===== config.mk =====
export PLATFORM = sky130hd
export DESIGN_NAME = mlvv_chain
export DESIGN_NICKNAME = d
export VERILOG_FILES = /design/src/design/assert_macros.svh /design/src/design/mlvv_pkg.sv /design/src/design/mlvv_cell.sv /design/src/design/mlvv_chain.sv
export SDC_FILE = /design/constraint.sdc
export NUM_CORES = 2
export LEC_CHECK = 0
export BUFFER_PORTS_ARGS = -buffer_cell sky130_fd_sc_hd__buf_4
export CAP_MARGIN = 10
export CORE_ASPECT_RATIO = 1.25
export CORE_UTILIZATION = 60
export DETAILED_ROUTE_END_ITERATION = 6
export GPL_TIMING_DRIVEN = 0
export HOLD_SLACK_MARGIN = 0.1
export PLACE_DENSITY = 0.87
export SLEW_MARGIN = 10
export SYNTH_ARGS = -nofsm -noshare
export SYNTH_HDL_FRONTEND = slang
export SYNTH_SLANG_ARGS = --single-unit

===== constraint.sdc =====
create_clock -name clk -period 7.5 [get_ports clk]
set_input_delay 0.375 -clock clk [delete_from_list [all_inputs] [get_ports clk]]
set_output_delay 0.375 -clock clk [all_outputs]
set_load 0.01 [all_outputs]

===== src/design/assert_macros.svh =====
// Assertion helpers for the design folder.
`ifndef ASSERT_MACROS_SVH
`define ASSERT_MACROS_SVH
`ifndef ASSERT_OFF
`define ASSERT_IMP(label, clk, rst_n, ante, cons) \
  label: assert property (@(posedge clk) disable iff (!rst_n) (ante) |-> (cons)) \
    else $error("assertion failed");
`define ASSERT_NXT(label, clk, rst_n, ante, cons) \
  label: assert property (@(posedge clk) disable iff (!rst_n) (ante) |=> (cons)) \
    else $error("assertion failed");
`else
`define ASSERT_IMP(label, clk, rst_n, ante, cons)
`define ASSERT_NXT(label, clk, rst_n, ante, cons)
`endif
`endif


===== src/design/mlvv_pkg.sv =====
`timescale 1ns / 1ps
package mlvv_pkg;
  localparam int CORDIC_STEPS_DEF = 16;
  localparam int MAX_STEPS = 24;
  localparam logic signed [15:0] ANG_PI = 16'sd12868;
  localparam logic signed [16:0] ANG_TWO_PI = 17'sd25736;
  localparam logic signed [15:0] ANG_HALF_PI = 16'sd6434;
  localparam logic signed [15:0] ANG_PITCH_LIM = 16'sd12861;
  localparam logic signed [15:0] ANG_RESET_YAW = 16'sd13517;
  localparam logic signed [15:0] ANG_RIGHT_OFS = 16'sd6431;
  localparam logic signed [33:0] CORDIC_GAIN_Q30 = 34'sd652032875;
  localparam logic signed [15:0] VEC_ONE = 16'sd16384;
  // floor(2^40 / two pi in Q3.12), for the yaw wrap quotient
  localparam logic signed [26:0] ANG_WRAP_RECIP = 27'sd42722708;
  localparam int ANG_WRAP_SHIFT = 40;

  localparam logic [1:0] CFG_WIDTH = 2'd0;
  localparam logic [1:0] CFG_HEIGHT = 2'd1;
  localparam logic [1:0] CFG_SPEED = 2'd2;

  typedef enum logic [3:0] {
    ST_IDLE, ST_MUL1, ST_MUL2, ST_MUL3, ST_ANG, ST_WRAP, ST_LOAD, ST_CORDIC,
    ST_PROD1, ST_PROD2, ST_PROD3, ST_OUT
  } state_t;

  typedef struct packed {
    logic start;
    logic signed [15:0] a0;
    logic signed [15:0] a1;
    logic signed [15:0] a2;
  } cell_cmd_t;

  function automatic logic signed [31:0] atan_entry(input int i);
    case (i)
      0: atan_entry = 32'sd210828714;
      1: atan_entry = 32'sd124459457;
      2: atan_entry = 32'sd65760959;
      3: atan_entry = 32'sd33381290;
      4: atan_entry = 32'sd16755422;
      5: atan_entry = 32'sd8385879;
      6: atan_entry = 32'sd4193963;
      7: atan_entry = 32'sd2097109;
      8: atan_entry = 32'sd1048571;
      9: atan_entry = 32'sd524287;
      default: atan_entry = 32'sd1 <<< (28 - i);
    endcase
  endfunction

  function automatic logic signed [15:0] sat_vec(input logic signed [35:0] v);
    if (v > 36'sd16384) sat_vec = VEC_ONE;
    else if (v < -36'sd16384) sat_vec = -VEC_ONE;
    else sat_vec = v[15:0];
  endfunction

  function automatic logic signed [16:0] wrap_ang(input logic signed [17:0] a);
    logic signed [17:0] r;
    r = a;
    if (r >= 18'sd12868) r = r - 18'sd25736;
    else if (r < -18'sd12868) r = r + 18'sd25736;
    wrap_ang = r[16:0];
  endfunction
endpackage


===== src/design/mlvv_cell.sv =====
`timescale 1ns / 1ps
// One sine/cosine lane: fold the angle, then one CORDIC rotation per cycle.
module mlvv_cell import mlvv_pkg::*; #(
  parameter int CORDIC_STEPS = CORDIC_STEPS_DEF
) (
  input  logic clk,
  input  logic start,
  input  logic [4:0] step,
  input  logic signed [15:0] ang,
  output logic signed [15:0] sin_o,
  output logic signed [15:0] cos_o
);
  logic signed [33:0] x_r, y_r;
  logic signed [31:0] z_r;
  logic neg_r;
  logic signed [16:0] r;
  logic signed [16:0] rf;
  logic signed [15:0] c, s;

  always_comb begin
    r = wrap_ang({{2{ang[15]}}, ang});
    rf = r;
    if (r > 17'(ANG_HALF_PI)) rf = r - 17'(ANG_PI);
    else if (r < -17'(ANG_HALF_PI)) rf = r + 17'(ANG_PI);
    c = sat_vec(36'((x_r + 34'sd32768) >>> 16));
    s = sat_vec(36'((y_r + 34'sd32768) >>> 16));
    cos_o = neg_r ? -c : c;
    sin_o = neg_r ? -s : s;
  end

  // load on start, rotate while the step count is in range
  always_ff @(posedge clk) begin
    if (start) begin
      x_r <= CORDIC_GAIN_Q30;
      y_r <= '0;
      z_r <= 32'(rf) <<< 16;
      neg_r <= (r > 17'(ANG_HALF_PI)) || (r < -17'(ANG_HALF_PI));
    end else if (int'(step) < CORDIC_STEPS) begin
      if (!z_r[31]) begin
        x_r <= x_r - (y_r >>> step);
        y_r <= y_r + (x_r >>> step);
        z_r <= z_r - atan_entry(int'(step));
      end else begin
        x_r <= x_r + (y_r >>> step);
        y_r <= y_r - (x_r >>> step);
        z_r <= z_r + atan_entry(int'(step));
      end
    end
  end
endmodule


===== src/design/mlvv_chain.sv =====
`timescale 1ns / 1ps
// Row of three CORDIC lanes sharing one step counter.
module mlvv_chain import mlvv_pkg::*; #(
  parameter int CORDIC_STEPS = CORDIC_STEPS_DEF
) (
  input  logic clk,
  input  cell_cmd_t cmd,
  input  logic [4:0] step,
  output logic signed [15:0] sin_o [3],
  output logic signed [15:0] cos_o [3]
);
  logic signed [15:0] ang [3];
  assign ang[0] = cmd.a0;
  assign ang[1] = cmd.a1;
  assign ang[2] = cmd.a2;
  for (genvar g = 0; g < 3; g++) begin : g_cell
    mlvv_cell #(.CORDIC_STEPS(CORDIC_STEPS)) u_cell (
      .clk(clk), .start(cmd.start), .step(step), .ang(ang[g]),
      .sin_o(sin_o[g]), .cos_o(cos_o[g]));
  end
endmodule


==> impl_metrics.tcl, run 1 <==
set metrics [dict create \
    syn-num-nets 7481 \
    stop_stage "5_1_grt" \
    gr-total-overflow 265 \
    firstError "[ERROR GRT-0116] Global routing finished with congestion. Check the congestion regions in the DRC Viewer." \
    ys_types 111 \
    status "aborted with a tool error" \
    ys_async_sr_fraction 0 \
    ys.flop_type "dfxtp_1" \
    cts_buffer_depth 3 \
    placed_cells 8384 \
    io_pins 151 \
    synth_top_area_share 0.0936 \
    grt_start_max_net_pins 42 \
    synth_edf_count 51 \
    cts_buffers 41 \
    postSynthAreaPerCell_um2 7.62 \
    die_h_um 337 \
    postSynthCellCount 7073 \
    ys_seq_area_frac 0.122 \
    synth_area_leader_cell "dfxtp_1" \
    die_x_um 270 \
    place_ws_ns -3.98 \
    cts.htree.levels 2 \
    yosys_warnings 0 \
    synth_area_mm2 0.0539 \
    cts_root_buf "clkbuf_16" \
    clock_sinks 303 \
    place_congestion 1.34 \
    start_util 0.608 \
    numPortBuffers 127 \
    row_count 122 \
    ys_top_cells_by_area "dfxtp_1, mux4_2, ha_1" \
    synth-seq-cells 303 \
    dp_hpwl_um 246000 \
    grt_pass1_vias 66900 \
    grt_pass1_wl_um 500000 \
    grt_util_all_layers 0.751 \
]
## cells by family after synthesis
group           after synthesis  share of synthesized area
compound gates             2155                      0.260
simple gates               2261                      0.197
flops                       303                      0.122
buf+inv                     697                     0.0572
xor+xnor                    726                      0.118
mux                         578                      0.163
fa+ha+maj                   353                     0.0832
## synth_stat cells, drive strengths merged, types with 50 or more instances
cell type	number
o21ai	395
a21o	188
nor2	650
o211ai	72
edfxtp	51
nand2	736
a21oi	608
nor2b	71
dfxtp	252
xor2	276
nand2b	106
o21a	50
mux2i	229
o22ai	113
a211oi	67
ha	344
and2	71
mux4	222
clkbuf	341
buf	178
and3	75
xnor2	450
nor3	125
mux2	127
inv	177
nand3	173
a31oi	130
## per-layer routing
layer  GRT usage  GRT overflow
met4       0.782           120
met5       0.334             0
met3       0.557             7
met1       0.733             6
met2       0.950           132
## through the flow
stage | instance area [um^2] | utilization | TNS (ns) | hold slack, ns
floorplan | 53900 | - | 0 | 0.432
global placement | 56300 | 0.635 | -496.58 | 0.444
detailed placement | 56500 | 0.637 | -340.97 | 0.461
CTS | 58300 | 0.657 | -0.0213 | 0.105
## what timing repair did
| action | in CTS |
|---|---|
| setup buffers | 2 |
| gates cloned | 0 |
| resized for setup | 144 |
| endpoints found under the setup margin | 163 |
| hold endpoints to repair | 6 |
| pin swaps | 3 |
| hold buffers | 4 |
==> inputs of run 2 (changes only) <==
Settings changed: CORE_ASPECT_RATIO 1.25 to default, CORE_UTILIZATION 60 to 40, HOLD_SLACK_MARGIN 0.1 to default, PLACE_DENSITY 0.87 to default, PLACE_DENSITY_LB_ADDON from default to 0.15.
Clock period 7.5 ns to 9.8 ns, I/O delays scaled along.
==> impl_metrics.tcl, run 2 <==
set metrics [dict create \
    cts_root_buf "clkbuf_16" \
    power_mw 24.1 \
    start_kind "primary input" \
    wire_per_inst_um 43.1 \
    cp.required_ns 10.34 \
    finalCritPeriodShare 1.02 \
    die-area_mm2 0.136 \
    synth_area_leader_cell "dfxtp_1" \
    period_needed_ns 9.99 \
    tightest_slew_ns 1.63 \
    cts.htree.levels 2 \
    grt_util_all_layers 0.554 \
    place_ws_ns -2.26 \
    place_area_mm2 0.0577 \
    cts_buffers 44 \
    postSynthCellCount 7073 \
    critPathMostFrequentCell "buf_2" \
    die_x_um 369 \
    final_common_cell "nand2_1" \
    reg_top3 "g_cell.u_cell.x_r (102), g_cell.u_cell.y_r (102), g_cell.u_cell.z_r (96)" \
    cp.arrival_ns 10.52 \
    clkTransAtPathRegs_ns 0.06 \
    insertion_delay_ns 0.72 \
    path_max_fanout 11 \
    area_growth_pct 10.3 \
    synth_commonest_cells "nand2_1, nor2_1, a21oi_1" \
    ys.flop_type "dfxtp_1" \
    worstSetupPathType "primary input to register" \
    critPathMaxStageDelay_ns 0.86 \
    utilization 0.445 \
    synth_edf_count 51 \
    num_vias 67400 \
    grt_antenna_before_repair 49 \
    grt_start_max_net_pins 35 \
    status "finished with violations" \
    clock_sinks 303 \
    synth-seq-cells 303 \
    path_buf_inv 8 \
    gr-total-overflow 0 \
    synth_top_area_share 0.0936 \
    setup_viol 5 \
    slew_violations 21 \
    ys_types 111 \
    ys_seq_area_frac 0.122 \
    max-slew-margin-rel -0.0838 \
    row_count 134 \
    ant_nets 0 \
    synth_area_mm2 0.0539 \
    cts_buffer_depth 3 \
    syn-num-nets 7481 \
    cp_slowest_cell "a2bb2oi_1" \
    postSynthAreaPerCell_um2 7.62 \
    powerDensity_mw_per_mm2 406 \
    cp-end-kind "register" \
    dr.first_iter.drc_count 11300 \
    fillers 13300 \
    cp_top_family "buffers and inverters" \
    synth_most_common_cell "nand2_1" \
    most-common-layout-cells "nand2_1, nor2_1, a21oi_1, xnor2_1, o21ai_0" \
    start_util 0.403 \
    grt_pass1_vias 59800 \
    die_h_um 369 \
    rsz0062_at_grt "yes" \
    io_pins 151 \
    max_freq_mhz 100 \
    hp-class "primary input to register" \
    core_mm2 0.134 \
    maxCapViolations 5 \
    grt_pass1_wl_um 516000 \
    finalHoldViolCount 0 \
    remaining_drc_errors 301 \
    wl_um 393000 \
    ys_top_cells_by_area "dfxtp_1, mux4_2, ha_1" \
    p_leak_nw 24.2 \
    post_cts.repair.setup_buffers 0 \
    peakVddDrop_mv 0.265 \
    yosys_warnings 0 \
    design_area_mm2 0.0595 \
    final_nets 7678 \
    vias_per_cell 7.38 \
    cts_tree "done" \
    fin_skew_ns 0.0605 \
    ys_async_sr_fraction 0 \
    setup_ws_ns -0.185 \
    hold-worst-slack_ns 0.104 \
    numPortBuffers 127 \
    drtPass1Iterations 7 \
    drive_gt1_frac 0.121 \
    violations "DRC, capacitance limit, slew limit, setup timing" \
    place_congestion 1.14 \
    dp_hpwl_um 306000 \
]
[run 2: cell counts after synthesis]
No cell type changed its count.
[run 2: worst reg2reg max path, cell delays in order, from the launching register on]
cell      delay [ns]
edfxtp_1        0.43
clkbuf_1        0.97
clkbuf_1        1.02
clkbuf_1        1.07
o21ai_0         0.52
fa_1            0.56
a21o_1          0.18
a21oi_1         0.22
o21bai_1        0.13
o41ai_1         0.59
o21ai_0         0.31
o41ai_1         1.03
o221ai_1        0.48
a21o_1          0.29
o21ai_0         0.38
nand4b_1        0.15
o211ai_1        0.10
[run 2: repair_timing]
action	CTS	global route
resized for setup	10	10
hold buffers	0	0
setup endpoints to repair	50	18
[run 2: worst paths after layout]
check / start / slack (ns) / end / depth (start not counted)
setup / recovery: step[1] / -0.19 / g_cell[1].u_cell.x_r[32]$_SDFFE_PP0N_ / 29
hold / removal: cmd[0] / 0.10 / g_cell[2].u_cell.z_r[16]$_DFFE_PP_ / 3
setup reg to reg: g_cell[2].u_cell.z_r[31]$_DFFE_PP_ / 1.32 / g_cell[2].u_cell.y_r[32]$_SDFFE_PP0N_ / 16
hold reg to reg: g_cell[2].u_cell.z_r[11]$_SDFFE_PP0N_ / 0.47 / g_cell[2].u_cell.z_r[11]$_SDFFE_PP0N_ / 2
[run 2: through the flow]
step | TNS (ns) | instances
final | -0.573 | 9125
after global routing | -0.00367 | 9079
after CTS | 0 | 9070
after detailed placement | -79.29 | 8994
after global placement | -445.11 | 8968
after floorplan | 0 | 7073
[run 2: power by group]
group	internal (mW)	total, mW	switching, mW
Sequential	1.82	2.83	1.01
Clock	0.958	1.77	0.808
Combinational	7.39	19.5	12.1
[run 2: area by class of cell]
| cell class | instances | area [um^2] | share of cell area |
|---|---|---|---|
| Antenna cell | 53 | 133 | 0.00223 |
| Buffer | 513 | 2540 | 0.0427 |
| Clock buffer | 63 | 1300 | 0.0219 |
| Clock inverter | 17 | 174 | 0.00292 |
| Inverter | 178 | 671 | 0.0113 |
| Multi-Input combinational cell | 6073 | 44400 | 0.746 |
| Sequential cell | 303 | 6580 | 0.111 |
| Tap cell | 1768 | 2210 | 0.0372 |
| Timing Repair Buffer | 157 | 1490 | 0.0250 |
[run 2: cells by family after synthesis]
kind of cell | Yosys count | share of synthesized area
fa+ha+maj | 353 | 0.0832
mux | 578 | 0.163
compound gates | 2155 | 0.260
xor+xnor | 726 | 0.118
simple gates | 2261 | 0.197
buf+inv | 697 | 0.0572
flops | 303 | 0.122
[run 2: layer usage]
metal / GRT usage / share of wire / vias up
met2: 0.725 / 0.37 / 6027
li1: - / - / 26700
met1: 0.651 / 0.37 / 32900
met5: 0.0641 / 0.0036 / -
met3: 0.317 / 0.16 / 1685
met4: 0.419 / 0.093 / 54
No activity file was read; power rests on OpenSTA's default activity.
